===== src/rtl/tgard_pkg.sv =====
`default_nettype none

package tgard_pkg;

    // Header layout: twelve signature bytes, then width, height, depth and descriptor.
    localparam int unsigned SIG_LEN = 12;

    localparam logic [4:0] HDR_SIG_LAST  = 5'd11;
    localparam logic [4:0] HDR_WIDTH_LO  = 5'd12;
    localparam logic [4:0] HDR_WIDTH_HI  = 5'd13;
    localparam logic [4:0] HDR_HEIGHT_LO = 5'd14;
    localparam logic [4:0] HDR_HEIGHT_HI = 5'd15;
    localparam logic [4:0] HDR_DEPTH     = 5'd16;
    localparam logic [4:0] HDR_DESC      = 5'd17;
    localparam logic [4:0] HDR_DONE      = 5'd18;

    // Signatures of a run-length coded and of a raw true-color file.
    localparam logic [7:0] SIG_RLE [SIG_LEN] =
        '{8'd0, 8'd0, 8'd10, 8'd0, 8'd0, 8'd0, 8'd0, 8'd0, 8'd0, 8'd0, 8'd0, 8'd0};
    localparam logic [7:0] SIG_RAW [SIG_LEN] =
        '{8'd0, 8'd0, 8'd2, 8'd0, 8'd0, 8'd0, 8'd0, 8'd0, 8'd0, 8'd0, 8'd0, 8'd0};

    // Packet byte decoding.
    localparam logic [7:0] PACKET_RAW_BIAS    = 8'd1;
    localparam logic [7:0] PACKET_REPEAT_BIAS = 8'd127;

    typedef enum logic [1:0] {
        KIND_HEADER = 2'd0,
        KIND_PIXEL  = 2'd1,
        KIND_ERROR  = 2'd2
    } kind_t;

    // One accepted input beat.
    typedef struct packed {
        logic       first_byte;
        logic [7:0] byte_value;
    } item_t;

    // One result beat.
    typedef struct packed {
        kind_t       kind;
        logic [15:0] width;
        logic [15:0] height;
        logic [2:0]  pixel_bytes;
        logic [31:0] pixel;
        logic [7:0]  run_length;
        logic        last;
    } result_t;

endpackage

`default_nettype wire


===== src/rtl/tgard_in_stage.sv =====
`default_nettype none

module tgard_in_stage
    import tgard_pkg::*;
(
    input  wire logic  clk,
    input  wire logic  rst_n,
    input  wire logic  in_valid,
    output logic       in_ready,
    input  wire item_t in_item,
    input  wire logic  advance,
    output logic       item_valid,
    output item_t      item
);

    logic  valid_reg;
    logic  valid_next;
    item_t item_reg;

    // A held beat moves on when the parser takes it; a new beat can enter the same cycle.
    assign in_ready   = !valid_reg || advance;
    assign valid_next = in_ready ? in_valid : valid_reg;

    always_ff @(posedge clk or negedge rst_n)
    begin
        if (!rst_n)
        begin
            valid_reg <= 1'b0;
        end
        else
        begin
            valid_reg <= valid_next;
        end
    end

    // Payload register loads on every accepted beat.
    always_ff @(posedge clk)
    begin
        if (in_valid && in_ready)
        begin
            item_reg <= in_item;
        end
    end

    assign item_valid = valid_reg;
    assign item       = item_reg;

endmodule

`default_nettype wire


===== src/rtl/tgard_parser.sv =====
`default_nettype none

module tgard_parser
    import tgard_pkg::*;
#(
    parameter int unsigned MAX_PIXEL_BYTES = 4
)
(
    input  wire logic  clk,
    input  wire logic  rst_n,
    input  wire logic  step,
    input  wire item_t item,
    output logic       res_valid,
    output result_t    res
);

    localparam int unsigned PIX_W = MAX_PIXEL_BYTES * 8;

    logic [4:0]       header_index_reg, header_index_next;
    logic             rle_mode_reg, rle_mode_next;
    logic             sig_rle_ok_reg, sig_rle_ok_next;
    logic             sig_raw_ok_reg, sig_raw_ok_next;
    logic [15:0]      image_width_reg, image_width_next;
    logic [15:0]      image_height_reg, image_height_next;
    logic [2:0]       pixel_size_reg, pixel_size_next;
    logic [31:0]      pixels_left_reg, pixels_left_next;
    logic [7:0]       packet_left_reg, packet_left_next;
    logic             packet_repeat_reg, packet_repeat_next;
    logic [1:0]       byte_in_pixel_reg, byte_in_pixel_next;
    logic [PIX_W-1:0] pixel_buffer_reg, pixel_buffer_next;
    logic             stopped_reg, stopped_next;

    // State as seen by this beat, after a restart on a first byte.
    logic [4:0]       cur_index;
    logic             cur_rle_mode;
    logic             cur_rle_ok;
    logic             cur_raw_ok;
    logic [15:0]      cur_width;
    logic [15:0]      cur_height;
    logic [2:0]       cur_size;
    logic [31:0]      cur_pixels_left;
    logic [7:0]       cur_packet_left;
    logic             cur_repeat;
    logic [1:0]       cur_bip;
    logic [PIX_W-1:0] cur_buffer;
    logic             cur_stopped;

    always_comb
    begin
        if (item.first_byte)
        begin
            cur_index       = '0;
            cur_rle_mode    = 1'b0;
            cur_rle_ok      = 1'b1;
            cur_raw_ok      = 1'b1;
            cur_width       = '0;
            cur_height      = '0;
            cur_size        = '0;
            cur_pixels_left = '0;
            cur_packet_left = '0;
            cur_repeat      = 1'b0;
            cur_bip         = '0;
            cur_buffer      = '0;
            cur_stopped     = 1'b0;
        end
        else
        begin
            cur_index       = header_index_reg;
            cur_rle_mode    = rle_mode_reg;
            cur_rle_ok      = sig_rle_ok_reg;
            cur_raw_ok      = sig_raw_ok_reg;
            cur_width       = image_width_reg;
            cur_height      = image_height_reg;
            cur_size        = pixel_size_reg;
            cur_pixels_left = pixels_left_reg;
            cur_packet_left = packet_left_reg;
            cur_repeat      = packet_repeat_reg;
            cur_bip         = byte_in_pixel_reg;
            cur_buffer      = pixel_buffer_reg;
            cur_stopped     = stopped_reg;
        end
    end

    // Pixel buffer with this beat's byte placed in its lane.
    logic [PIX_W-1:0] buffer_fill;

    always_comb
    begin
        buffer_fill = cur_buffer;
        for (int k = 0; k < MAX_PIXEL_BYTES; k++)
        begin
            if (cur_bip == 2'(k))
            begin
                buffer_fill[k*8 +: 8] = item.byte_value;
            end
        end
    end

    // Per-beat decode: header parsing or pixel data.
    logic [3:0] sig_idx;
    logic       rle_match;
    logic       raw_match;
    logic [4:0] depth_bytes;
    logic [7:0] packet_run;
    logic [7:0] pixel_run;
    logic [31:0] pixels_after;

    assign sig_idx     = cur_index[3:0];
    assign depth_bytes = item.byte_value[7:3];

    always_comb
    begin
        header_index_next  = cur_index;
        rle_mode_next      = cur_rle_mode;
        sig_rle_ok_next    = cur_rle_ok;
        sig_raw_ok_next    = cur_raw_ok;
        image_width_next   = cur_width;
        image_height_next  = cur_height;
        pixel_size_next    = cur_size;
        pixels_left_next   = cur_pixels_left;
        packet_left_next   = cur_packet_left;
        packet_repeat_next = cur_repeat;
        byte_in_pixel_next = cur_bip;
        pixel_buffer_next  = cur_buffer;
        stopped_next       = cur_stopped;
        res_valid          = 1'b0;
        res                = '0;
        rle_match          = 1'b0;
        raw_match          = 1'b0;
        packet_run         = '0;
        pixel_run          = '0;
        pixels_after       = '0;

        if (!cur_stopped)
        begin
            if (cur_index < HDR_DONE)
            begin
                priority if (cur_index <= HDR_SIG_LAST)
                begin
                    rle_match       = cur_rle_ok && (item.byte_value == SIG_RLE[sig_idx]);
                    raw_match       = cur_raw_ok && (item.byte_value == SIG_RAW[sig_idx]);
                    sig_rle_ok_next = rle_match;
                    sig_raw_ok_next = raw_match;
                    if (!rle_match && !raw_match)
                    begin
                        res_valid    = 1'b1;
                        res.kind     = KIND_ERROR;
                        stopped_next = 1'b1;
                    end
                    else
                    begin
                        header_index_next = cur_index + 5'd1;
                        if (cur_index == HDR_SIG_LAST)
                        begin
                            rle_mode_next = rle_match;
                        end
                    end
                end
                else if (cur_index == HDR_WIDTH_LO)
                begin
                    image_width_next  = {8'd0, item.byte_value};
                    header_index_next = cur_index + 5'd1;
                end
                else if (cur_index == HDR_WIDTH_HI)
                begin
                    image_width_next  = {item.byte_value, cur_width[7:0]};
                    header_index_next = cur_index + 5'd1;
                end
                else if (cur_index == HDR_HEIGHT_LO)
                begin
                    image_height_next = {8'd0, item.byte_value};
                    header_index_next = cur_index + 5'd1;
                end
                else if (cur_index == HDR_HEIGHT_HI)
                begin
                    image_height_next = {item.byte_value, cur_height[7:0]};
                    header_index_next = cur_index + 5'd1;
                end
                else if (cur_index == HDR_DEPTH)
                begin
                    if ((depth_bytes == 5'd0) || (depth_bytes > 5'(MAX_PIXEL_BYTES)))
                    begin
                        res_valid    = 1'b1;
                        res.kind     = KIND_ERROR;
                        stopped_next = 1'b1;
                    end
                    else
                    begin
                        pixel_size_next   = depth_bytes[2:0];
                        header_index_next = cur_index + 5'd1;
                    end
                end
                else
                begin
                    // Descriptor byte: the header is complete.
                    pixels_left_next    = 32'(cur_width) * 32'(cur_height);
                    packet_left_next    = '0;
                    packet_repeat_next  = 1'b0;
                    byte_in_pixel_next  = '0;
                    pixel_buffer_next   = '0;
                    header_index_next   = HDR_DONE;
                    res_valid           = 1'b1;
                    res.kind            = KIND_HEADER;
                    res.width           = cur_width;
                    res.height          = cur_height;
                    res.pixel_bytes     = cur_size;
                    if ((cur_width == 16'd0) || (cur_height == 16'd0))
                    begin
                        res.last     = 1'b1;
                        stopped_next = 1'b1;
                    end
                end
            end
            else if (cur_rle_mode && (cur_packet_left == 8'd0) && (cur_bip == 2'd0))
            begin
                // Packet byte: run length and raw or repeat mode.
                if (item.byte_value[7])
                begin
                    packet_run = item.byte_value - PACKET_REPEAT_BIAS;
                end
                else
                begin
                    packet_run = item.byte_value + PACKET_RAW_BIAS;
                end
                if ({24'd0, packet_run} > cur_pixels_left)
                begin
                    packet_run = cur_pixels_left[7:0];
                end
                packet_left_next   = packet_run;
                packet_repeat_next = item.byte_value[7];
            end
            else if (({1'b0, cur_bip} + 3'd1) < cur_size)
            begin
                pixel_buffer_next  = buffer_fill;
                byte_in_pixel_next = cur_bip + 2'd1;
            end
            else
            begin
                // Last byte of a pixel: emit it.
                if (cur_rle_mode && cur_repeat)
                begin
                    pixel_run        = cur_packet_left;
                    packet_left_next = '0;
                end
                else
                begin
                    pixel_run = 8'd1;
                    if (cur_rle_mode)
                    begin
                        packet_left_next = cur_packet_left - 8'd1;
                    end
                end
                pixels_after       = cur_pixels_left - {24'd0, pixel_run};
                pixels_left_next   = pixels_after;
                res_valid          = 1'b1;
                res.kind           = KIND_PIXEL;
                res.pixel          = 32'(buffer_fill);
                res.run_length     = pixel_run;
                byte_in_pixel_next = '0;
                pixel_buffer_next  = '0;
                if (pixels_after == 32'd0)
                begin
                    res.last     = 1'b1;
                    stopped_next = 1'b1;
                end
            end
        end
    end

    // Control state.
    always_ff @(posedge clk or negedge rst_n)
    begin
        if (!rst_n)
        begin
            header_index_reg  <= '0;
            rle_mode_reg      <= 1'b0;
            sig_rle_ok_reg    <= 1'b1;
            sig_raw_ok_reg    <= 1'b1;
            pixel_size_reg    <= '0;
            pixels_left_reg   <= '0;
            packet_left_reg   <= '0;
            packet_repeat_reg <= 1'b0;
            byte_in_pixel_reg <= '0;
            stopped_reg       <= 1'b1;
        end
        else if (step)
        begin
            header_index_reg  <= header_index_next;
            rle_mode_reg      <= rle_mode_next;
            sig_rle_ok_reg    <= sig_rle_ok_next;
            sig_raw_ok_reg    <= sig_raw_ok_next;
            pixel_size_reg    <= pixel_size_next;
            pixels_left_reg   <= pixels_left_next;
            packet_left_reg   <= packet_left_next;
            packet_repeat_reg <= packet_repeat_next;
            byte_in_pixel_reg <= byte_in_pixel_next;
            stopped_reg       <= stopped_next;
        end
    end

    // Header fields and pixel bytes; every use follows a restart that clears them.
    always_ff @(posedge clk or negedge rst_n)
    begin
        if (!rst_n)
        begin
            image_width_reg  <= '0;
            image_height_reg <= '0;
            pixel_buffer_reg <= '0;
        end
        else if (step)
        begin
            image_width_reg  <= image_width_next;
            image_height_reg <= image_height_next;
            pixel_buffer_reg <= pixel_buffer_next;
        end
    end

    // A stopped parser only wakes on a first byte.
    assert property (@(posedge clk) disable iff (!rst_n)
        step && !item.first_byte && stopped_reg |-> !res_valid)
        else $error("result produced while stopped");

    // Completing the image or an error stops the parser.
    assert property (@(posedge clk) disable iff (!rst_n)
        step && res_valid && (res.last || (res.kind == KIND_ERROR)) |=> stopped_reg)
        else $error("parser not stopped after final result");

    // The header result only follows the descriptor byte.
    assert property (@(posedge clk) disable iff (!rst_n)
        step && res_valid && (res.kind == KIND_HEADER)
            |-> !item.first_byte && (header_index_reg == HDR_DESC))
        else $error("header result at wrong header position");

    // While decoding data, the byte lane stays inside the pixel.
    assert property (@(posedge clk) disable iff (!rst_n)
        !stopped_reg && (header_index_reg == HDR_DONE)
            |-> ({1'b0, byte_in_pixel_reg} < pixel_size_reg))
        else $error("byte lane beyond pixel size");

    // A packet never exceeds the longest run a packet byte can code.
    assert property (@(posedge clk) disable iff (!rst_n)
        packet_left_reg <= 8'd128)
        else $error("packet count out of range");

endmodule

`default_nettype wire


===== src/rtl/tgard_out_stage.sv =====
`default_nettype none

module tgard_out_stage
    import tgard_pkg::*;
(
    input  wire logic    clk,
    input  wire logic    rst_n,
    input  wire logic    step,
    input  wire logic    res_valid,
    input  wire result_t res,
    output logic         slot_free,
    output logic         out_valid,
    input  wire logic    out_ready,
    output result_t      out_res
);

    logic    valid_reg;
    logic    valid_next;
    result_t res_reg;

    // The register can take a result when empty or when its beat leaves this cycle.
    assign slot_free = !valid_reg || out_ready;

    always_comb
    begin
        if (step)
        begin
            valid_next = res_valid;
        end
        else
        begin
            valid_next = valid_reg && !out_ready;
        end
    end

    always_ff @(posedge clk or negedge rst_n)
    begin
        if (!rst_n)
        begin
            valid_reg <= 1'b0;
        end
        else
        begin
            valid_reg <= valid_next;
        end
    end

    // Result payload.
    always_ff @(posedge clk)
    begin
        if (step && res_valid)
        begin
            res_reg <= res;
        end
    end

    assign out_valid = valid_reg;
    assign out_res   = res_reg;

endmodule

`default_nettype wire


===== src/rtl/tga_rle_image_decoder_top.sv =====
// TGA image stream decoder.
// Input channel (in_valid/in_ready): one file byte per beat in byte_value, with
// first_byte high on byte 0 of a file; that beat restarts parsing at any time.
// Output channel (out_valid/out_ready): one beat for the header (kind header,
// width, height, pixel_bytes), one per pixel run (kind pixel, pixel,
// run_length), or one for a bad signature or depth (kind error). The beat that
// completes the image carries last. Header bytes and packet bytes give no beat.
// Each accepted byte is held in the input register and decoded into the result
// register once that register can take it. Throughput: one byte per cycle while
// the receiver accepts results; out_ready low stalls the flow.
// Reset clears both registers and leaves the parser stopped: bytes are dropped
// until one with first_byte high. Bytes after the last pixel or an error are
// dropped the same way. When the receiver stalls, the held result stays and
// one more byte waits in the input register, then in_ready falls.
`default_nettype none

module tga_rle_image_decoder_top
    import tgard_pkg::*;
#(
    parameter int unsigned MAX_PIXEL_BYTES = 4
)
(
    input  wire logic        clk,
    input  wire logic        rst_n,
    input  wire logic        in_valid,
    output logic             in_ready,
    input  wire logic [7:0]  byte_value,
    input  wire logic        first_byte,
    output logic             out_valid,
    input  wire logic        out_ready,
    output logic [1:0]       kind,
    output logic [15:0]      width,
    output logic [15:0]      height,
    output logic [2:0]       pixel_bytes,
    output logic [31:0]      pixel,
    output logic [7:0]       run_length,
    output logic             last
);

    item_t   in_item;
    item_t   item;
    logic    item_valid;
    logic    slot_free;
    logic    step;
    logic    res_valid;
    result_t res;
    result_t out_res;

    assign in_item.byte_value = byte_value;
    assign in_item.first_byte = first_byte;

    // A held byte is decoded when the result register can take its outcome.
    assign step = item_valid && slot_free;

    tgard_in_stage u_in_stage (
        .clk        (clk),
        .rst_n      (rst_n),
        .in_valid   (in_valid),
        .in_ready   (in_ready),
        .in_item    (in_item),
        .advance    (step),
        .item_valid (item_valid),
        .item       (item)
    );

    tgard_parser #(
        .MAX_PIXEL_BYTES (MAX_PIXEL_BYTES)
    ) u_parser (
        .clk       (clk),
        .rst_n     (rst_n),
        .step      (step),
        .item      (item),
        .res_valid (res_valid),
        .res       (res)
    );

    tgard_out_stage u_out_stage (
        .clk       (clk),
        .rst_n     (rst_n),
        .step      (step),
        .res_valid (res_valid),
        .res       (res),
        .slot_free (slot_free),
        .out_valid (out_valid),
        .out_ready (out_ready),
        .out_res   (out_res)
    );

    assign kind        = out_res.kind;
    assign width       = out_res.width;
    assign height      = out_res.height;
    assign pixel_bytes = out_res.pixel_bytes;
    assign pixel       = out_res.pixel;
    assign run_length  = out_res.run_length;
    assign last        = out_res.last;

endmodule

`default_nettype wire

===== config.mk =====
export PLATFORM = sky130hd
export DESIGN_NAME = tga_rle_image_decoder_top
export DESIGN_NICKNAME = d
export VERILOG_FILES = /design/src/rtl/tgard_pkg.sv /design/src/rtl/tgard_in_stage.sv /design/src/rtl/tgard_parser.sv /design/src/rtl/tgard_out_stage.sv /design/src/rtl/tga_rle_image_decoder_top.sv
export SDC_FILE = /design/constraint.sdc
export NUM_CORES = 1
export LEC_CHECK = 0
export ABC_CLOCK_PERIOD_IN_PS = 12400
export BUFFER_PORTS_ARGS = -buffer_cell sky130_fd_sc_hd__buf_2
export CAP_MARGIN = 0
export CORE_UTILIZATION = 41
export DETAILED_ROUTE_END_ITERATION = 7
export SYNTH_ARGS = -nofsm -noshare
export SYNTH_HDL_FRONTEND = slang
export SYNTH_SLANG_ARGS = --single-unit

===== constraint.sdc =====
create_clock -name clk -period 12.4 [get_ports clk]
set_input_delay 2.48 -clock clk [delete_from_list [all_inputs] [get_ports clk]]
set_output_delay 2.48 -clock clk [all_outputs]
set_load 0.01 [all_outputs]

-- Word-level counts from Yosys, hierarchy flattened
Memory sizes are Yosys's and may differ from the RTL's.
Index checks and enable logic that the tools add are counted.
- memory bits (writable): 0
- word-level logic and storage cells: 250
- memory bits (read-only): 256
- input bits: 13
- bits in latches: 0
- memories kept: 2
- bits in registers: 208
- output and inout bits: 80
- memory list (name ; depth ; width ; rd ports ; clocked after memory_dff ; wr ports ; line ; source):
    (name not given) ; 16 ; 8 ; 1 ; 0 ; 0 ; tgard_parser.sv:140 ; rle_match = cur_rle_ok && (item.byte_value == SIG_RLE[sig_idx]);
    (name not given) ; 16 ; 8 ; 1 ; 0 ; 0 ; tgard_parser.sv:141 ; raw_match = cur_raw_ok && (item.byte_value == SIG_RAW[sig_idx]);
- $mul: 1
- bitwise logic cells: 2
- order comparisons: 6
- mux-type cells: 170
- shifts and indexed selects: 0
- $add $sub $neg: 7
- reduce and logical (&&, ||, !) cells: 27
- equality and inequality tests: 11
- div/mod/pow operators: 0
- operators by type and width (operator ; number):
    2-to-1 mux 32 bit ; 22
    2-to-1 mux 8 bit ; 31
    2-to-1 mux 16 bit ; 14
    2-to-1 mux 37 bit ; 4
    2-to-1 mux 1 bit ; 60
    2-to-1 mux 5 bit ; 11
    2-to-1 mux 35 bit ; 1
    2-to-1 mux 2 bit ; 17
    > comparator 8 x 32 -> 1 bit ; 1
    zero test 16 bit ; 2
    zero test 32 bit ; 1
    multiplier 16 x 16 -> 32 bit ; 1
    subtractor 32 x 8 -> 32 bit ; 1
    2-to-1 mux 3 bit ; 10
    equality test 5 x 4 -> 1 bit, second input constant ; 5
    equality test 8 bit ; 2
    logical AND 1 bit ; 10
    adder 8 x 1 -> 8 bit, second input constant ; 1
    zero test 8 bit ; 1
    OR reduction 8 bit ; 1
    subtractor 8 x 1 -> 8 bit, second input constant ; 1
    subtractor 8 x 7 -> 8 bit, second input constant ; 1
    adder 5 x 1 -> 5 bit, second input constant ; 1
    equality test 5 bit, second input constant ; 1
    other kinds (16) ; 24

-- Depth between registers and ports, before layout
- word-level depth: 14
- depth in mapped cells: 29
- depth with buffers taken out: 22

-- By module
Synthesis repeated with hierarchy kept, for this count alone.
- cell total of the unflattened synthesis: 2200
- area, all modules: 20148.1 um^2
- modules (own cells, without submodules) (module ; cells an instance ; sequential area each (um^2) ; area each (um^2) ; instances):
    tgard_parser ; 2104 ; 2981.6 ; 17420.5 ; 1
    tgard_out_stage ; 82 ; 2367.3 ; 2397.3 ; 1
    tgard_in_stage ; 13 ; 295.3 ; 324.1 ; 1
    tga_rle_image_decoder_top ; 1 ; 0.0 ; 6.3 ; 1

-- Least setup slack after synthesis
Ideal clock, no wire load.
- kind: register to register
- start point: reg u_in_stage.item_reg (netlist bit u_in_stage.item[8])
- end point: reg u_out_stage.res_reg (netlist bit u_out_stage.out_res[0]) (enable)
- path slack: 4.932 ns
- period minus slack after synthesis: 7.468 ns
- buffers on the path: 6
- arrival time: 6.954 ns
- required time: 11.885 ns
- stages on the path, launching flop included: 18
- setup time: 0.515 ns
- cells stage by stage: edfxtp_1 > clkbuf_1 > inv_1 > clkbuf_1 > clkbuf_1 > clkbuf_1 > clkbuf_1 > nand2_1 > ha_1 > ha_1 > o21ai_0 > o21bai_1 > and2_1 > nand2_1 > inv_2 > clkbuf_1 > nor2_1 > nor2_1
- longest elaborated chain between the ends: 14
- elaborated cells on any way between the ends: 47
- those cells by class: 1 x add/sub; 3 x order compare; 7 x eq/ne; 23 x mux; 1 x bitwise; 10 x reduce/logical; 2 x memory
- RTL lines (item ; line ; source):
    start: declaration ; tgard_in_stage.sv:18 ; item_t item_reg;
    start signal: assignment ; tgard_in_stage.sv:41 ; item_reg <= in_item;
    2-to-1 mux 5 bit ; tgard_parser.sv:50 ; if (item.first_byte)
    inverter 4 -> 5 bit (implied by the code) ; tgard_parser.sv:140, tgard_parser.sv:141 ;
    memory (16 x 8 bit), on equally long branches ; - ;
    2-to-1 mux 8 bit, on equally long branches (2 in a row) ; tgard_parser.sv:140, tgard_parser.sv:141 ;
    equality test 8 bit, on equally long branches ; tgard_parser.sv:140, tgard_parser.sv:141 ;
    logical AND 1 bit, on equally long branches ; tgard_parser.sv:140, tgard_parser.sv:141 ;
    zero test 1 bit ; tgard_parser.sv:144 ; if (!rle_match && !raw_match)
    logical AND 1 bit ; tgard_parser.sv:144 ;
    2-to-1 mux 1 bit ; tgard_parser.sv:144 ;
    2-to-1 mux 1 bit ; tgard_parser.sv:138 ; priority if (cur_index <= HDR_SIG_LAST)
    2-to-1 mux 1 bit ; tgard_parser.sv:136 ; if (cur_index < HDR_DONE)
    2-to-1 mux 1 bit (*) ; tgard_parser.sv:134 ; if (!cur_stopped)
    logical AND 1 bit (*) ; tgard_out_stage.sv:51 ; if (step && res_valid)
    end signal: assignment ; tgard_out_stage.sv:53 ; res_reg <= res;
    end: declaration ; tgard_out_stage.sv:19 ; result_t res_reg;
Mark *: on every way between the ends. The rest lies on a longest branch, timed or not. The select of a mux whose other input is x is not followed.
A chain may end at the register's enable or synchronous reset.

-- Worst setup path after layout
- start point: reg u_in_stage.item_reg (netlist bit u_in_stage.item[8])
- end point: reg u_parser.pixels_left_reg[31]
- longest elaborated chain between the ends: 12
- elaborated cells on any way between the ends: 41
- those cells by class: 2 x add/sub; 1 x mul; 3 x order compare; 5 x eq/ne; 25 x mux; 5 x reduce/logical
- RTL lines (item ; line ; source):
    branches (longest 11 deep; another with multiplier 16 x 16 -> 32 bit) ; - ;
    2-to-1 mux 32 bit (*) ; tgard_parser.sv:134 ;
    end signal: assignment ; tgard_parser.sv:293 ; pixels_left_reg <= pixels_left_next;
    end: declaration ; tgard_parser.sv:26 ; logic [31:0] pixels_left_reg, pixels_left_next;
Mark *: on every way between the ends. The select of a mux whose other input is x is not followed.

==> impl_results.html <==
<table>
<tr><th>Metric</th><th>Value</th></tr>
<tr><th colspan="2">Logic synthesis</th></tr>
<tr><td>Post-synth top area cell</td><td>fa_1</td></tr>
<tr><td>Count of different cell masters after synthesis</td><td>84</td></tr>
<tr><td>Top area cells in the synthesized netlist</td><td>fa_1 (19%), dfrtp_1 (15%), edfxtp_1 (13%)</td></tr>
<tr><td>Share of the yosys chip area belonging to registers</td><td>28.0%</td></tr>
<tr><td>Post-synth EDFFs</td><td>87</td></tr>
<tr><td>Fraction of registers with async set/reset</td><td>58.2%</td></tr>
<tr><td>Synth Register Bits</td><td>208</td></tr>
<tr><td>Post-Synthesis Cells</td><td>2,179</td></tr>
<tr><td>Portion of synthesized cell area occupied by the leading cell type</td><td>19.4%</td></tr>
<tr><td>Top FF cell, synth</td><td>dfrtp_1</td></tr>
<tr><td>YS warnings</td><td>0</td></tr>
<tr><td>Mean area per synthesized cell</td><td>9.25 um2</td></tr>
<tr><td>Syn_nets</td><td>2,520</td></tr>
<tr><td>Post-synthesis instance area</td><td>20,200 um2</td></tr>
<tr><th colspan="2">Critical path</th></tr>
<tr><td>Cell repeated most along the worst path</td><td>fa_1</td></tr>
<tr><td>Critical Path RT</td><td>12.90 ns</td></tr>
<tr><td>Critical path peak fanout</td><td>22</td></tr>
<tr><td>Worst Path Arrival</td><td>8.08 ns</td></tr>
<tr><td>Slowest Stage Delay on Critical Path</td><td>0.98 ns</td></tr>
<tr><td>CP Class</td><td>register to register</td></tr>
<tr><td>Critical Path Start Type</td><td>register</td></tr>
<tr><td>Endpoint class of the critical path</td><td>register</td></tr>
<tr><td>Crit path cell chain</td><td>buf_4, nor2b_1, nand2_1, fa_1, fa_1, fa_1, fa_1, inv_1, fa_1, inv_1, fa_1, inv_1, ha_1, o211ai_1, o311ai_1, o2111a_1, o211ai_1, a2111oi_0, or3b_1</td></tr>
<tr><td>Worst-path cell with the longest stage delay</td><td>nor2b_1</td></tr>
<tr><th colspan="2">Route</th></tr>
<tr><td>Average via count per standard cell</td><td>5.75</td></tr>
<tr><td>Sum of routed wire length over all layers</td><td>63.3 mm</td></tr>
<tr><td>Number of detailed-routing iterations run before antenna repair</td><td>6</td></tr>
<tr><td>Count of antenna-violating nets left after detailed routing</td><td>0</td></tr>
<tr><td>Vias after detailed routing</td><td>16,600</td></tr>
<tr><td>Average wire per standard cell</td><td>21.9 um</td></tr>
<tr><td>Drc violations</td><td>0</td></tr>
<tr><td>Iteration-0 DRC Markers</td><td>1,404</td></tr>
<tr><th colspan="2">Floorplan</th></tr>
<tr><td>Die Wd</td><td>224 um</td></tr>
<tr><td>Die Outline Area</td><td>50,100 um2</td></tr>
<tr><td>Number of placement rows</td><td>80</td></tr>
<tr><td>Die height</td><td>224 um</td></tr>
<tr><td>Total I/O pin count</td><td>93</td></tr>
<tr><td>Effective utilization at floorplan</td><td>41.9%</td></tr>
<tr><td>Core Footprint</td><td>48,100 um2</td></tr>
<tr><th colspan="2">Timing</th></tr>
<tr><td>Final period utilization</td><td>61.1%</td></tr>
<tr><td>F_max</td><td>132 MHz</td></tr>
<tr><td>Final hold viol count</td><td>0</td></tr>
<tr><td>Setup repair after global routing missed its margin</td><td>false</td></tr>
<tr><td>Fin worst setup slack</td><td>4.82 ns</td></tr>
<tr><td>Setup violators final</td><td>0</td></tr>
<tr><td>Sum of negative setup slack</td><td>0 ns</td></tr>
<tr><td>Final Critical Period</td><td>7.58 ns</td></tr>
<tr><td>Transition time at the pin with the least slew margin</td><td>1.33 ns</td></tr>
<tr><td>Relative max-transition margin</td><td>11.4%</td></tr>
<tr><td>Worst clock skew on the final layout</td><td>0.0486 ns</td></tr>
<tr><td>Max-slew violation count</td><td>0</td></tr>
<tr><th colspan="2">Power</th></tr>
<tr><td>Worst supply voltage drop on vdd</td><td>0.000148 V</td></tr>
<tr><td>Leakage</td><td>10.2 nW</td></tr>
<tr><td>PwrDens</td><td>132 nW/um2</td></tr>
<tr><th colspan="2">Placed design</th></tr>
<tr><td>Post-placement worst setup slack</td><td>4.96 ns</td></tr>
<tr><td>Final GP Congestion</td><td>0.936</td></tr>
<tr><td>Input/output buffers</td><td>92</td></tr>
<tr><td>Post-detail-place hpwl</td><td>45.9 mm</td></tr>
<tr><th colspan="2">Clocking</th></tr>
<tr><td>CTS Sinks</td><td>208</td></tr>
<tr><td>Clock-pin slew reported for the worst setup and hold paths after clock tree synthesis</td><td>0.06 ns</td></tr>
<tr><td>Number of clock buffers inserted by TritonCTS</td><td>26</td></tr>
<tr><td>Later-pin clock latency in the skew report</td><td>0.59 ns</td></tr>
<tr><td>Setup Fix Bufs, Post-CTS</td><td>0</td></tr>
<tr><td>Bufs on Longest Clock Path</td><td>3</td></tr>
<tr><td>Quantity of hold-fixing buffers added after cts</td><td>0</td></tr>
<tr><td>Number of levels the H-tree was split into</td><td>1</td></tr>
<tr><td>TritonCTS clock tree</td><td>yes</td></tr>
<tr><td>Cts repair resizes</td><td>0</td></tr>
<tr><td>Clock tree root driver cell</td><td>clkbuf_16</td></tr>
<tr><th colspan="2">Global routing</th></tr>
<tr><td>Maximum number of pins on one net before global-route repair</td><td>69</td></tr>
<tr><td>Wire length of the first global-routing pass</td><td>98.8 mm</td></tr>
<tr><td>Residual overflow from global routing</td><td>0</td></tr>
<tr><td>Via count of the first global-routing pass</td><td>17,000</td></tr>
<tr><td>Initial antenna violation count</td><td>0</td></tr>
<tr><td>Gr usage total</td><td>25.5%</td></tr>
<tr><th colspan="2">Flow run</th></tr>
<tr><td>Number of violations of the max-capacitance limit</td><td>0</td></tr>
<tr><th colspan="2">Min path</th></tr>
<tr><td>Classification of the worst-slack hold path</td><td>register to register</td></tr>
<tr><th colspan="2">Cells and area</th></tr>
<tr><td>Antenna diode count</td><td>0</td></tr>
<tr><td>Area taken by flip-flops and latches</td><td>5640 um2</td></tr>
<tr><td>Area of combinational cells with multiple inputs</td><td>13,100 um2</td></tr>
<tr><td># nets final</td><td>2,550</td></tr>
<tr><td>Syn-to-layout area delta</td><td>9.58%</td></tr>
<tr><td>Largest register FFs</td><td>78</td></tr>
<tr><td>Fill count</td><td>4,672</td></tr>
<tr><td>Ratio of cells with drive above 1 in the final layout</td><td>8.66%</td></tr>
<tr><th colspan="2">Outcome</th></tr>
<tr><td>Outcome</td><td>complete, no violations</td></tr>
</table>
[critical path, delay by kind of cell, from the launching register on]
kind | cells | cell delay (ns)
and+or+nand+nor | 3 | 1.36
DFF | 1 | 0.37
AOI/OAI and AO/OA | 5 | 1.89
adders and majority gates | 7 | 3.48
buffers and inverters | 4 | 0.40
[power breakdown]
part | switching [mW] | internal, mW
sequential | 0.118 | 0.853
clock | 0.324 | 0.436
combinational | 0.788 | 0.390
[synth_stat cells, types with 14 or more instances]
library cell and n:
a22o_1 72, clkbuf_1 102, nand2_1 249, nor2_1 128, edfxtp_1 87, nand3_1 31, nor3_1 37, or3_1 14
nor2b_1 38, nor4_1 23, dfrtp_1 118, a22oi_1 43, o21ai_0 39, a21oi_1 59, and3_1 22, ha_1 133
a31oi_1 14, fa_1 195, a21o_1 25, inv_1 255, o21ai_1 52, nand4_1 15, xor2_1 14, and2_1 167
xnor2_1 26
[routing by layer]
layer / vias to the layer above / routed length (um) / global-route usage, %
li1: 7490 / - / -
met1: 8266 / 27400 / 35.1
met2: 707 / 29600 / 41.7
met3: 126 / 4220 / 3.10
met4: 0 / 2060 / 8.42
met5: - / 0 / 0
[cells by family (layout without fill, tap and decap cells)]
logic type               after synthesis  in the layout  synth area share, %
AO/OA/AOI/OAI                        437            437                 15.4
flip-flops                           208            208                 28.0
multiplexers                          10             10                0.497
AND/OR/NAND/NOR                      779            779                 19.6
adder cells (fa/ha/maj)              328            328                 27.6
buffers and inverters                377            427                 7.15
XOR/XNOR                              40             40                 1.74
[cells in the final DEF (no fill, tap or decap), types with 11 or more instances in the layout]
cell type / instances
inv_1: 254
nand2_1: 249
fa_1: 195
and2_1: 167
ha_1: 133
nor2_1: 126
dfrtp_1: 118
buf_2: 91
edfxtp_1: 87
a22o_1: 72
a21oi_1: 59
o21ai_1: 52
a22oi_1: 43
o21ai_0: 39
nor3_1: 37
nor2b_1: 33
buf_4: 32
nand3_1: 31
xnor2_1: 26
clkbuf_16: 26
a21o_1: 25
nor4_1: 23
and3_1: 22
nand4_1: 15
xor2_1: 14
or3_1: 14
a31oi_1: 14
o211ai_1: 12
o21a_1: 12
nand2b_1: 11
[worst paths after layout]
| check | cells after the start | startpoint | end | slack [ns] |
|---|---|---|---|---|
| worst min register to register | 2 | u_parser.pixels_left_reg[6] | u_parser.pixels_left_reg[6] | 0.49 |
| worst max-delay path | 19 | u_in_stage.item[8] | u_parser.pixels_left_reg[31] | 4.82 |
| worst max register to register | 19 | u_in_stage.item[8] | u_parser.pixels_left_reg[31] | 4.82 |
| max in group asynchronous | 2 | rst_n | u_parser.pixels_left_reg[28] | 8.98 |
| min in group asynchronous | 1 | rst_n | u_parser.pixel_buffer_reg[10] | 1.97 |
| worst min-delay path | 2 | u_parser.pixels_left_reg[6] | u_parser.pixels_left_reg[6] | 0.49 |
[per-stage QoR]
step / util, % / total power [mW] / instance area, um2 / std cells / hold slack (ns)
2_1_floorplan: - / 1.73 / 20200 / 2179 / 0.455
3_3_place_gp: 44.1 / 2.12 / 21200 / 2837 / 0.475
3_5_place_dp: 44.1 / 2.12 / 21200 / 2837 / 0.482
4_1_cts: 45.9 / 2.89 / 22100 / 2885 / 0.499
5_1_grt: 45.9 / 3.03 / 22100 / 2885 / 0.517
6_report: 45.9 / 2.91 / 22100 / 2885 / 0.492
[layout make-up]
class | count | share of cell area [%]
sequential | 208 | 25.6
multi-input combinational | 1594 | 59.3
timing repair buffer | 123 | 3.15
inverter | 256 | 4.35
tap | 656 | 3.72
clock inverter | 18 | 0.821
clock buffer | 30 | 3.06
Power figures use the tool's default switching activity.
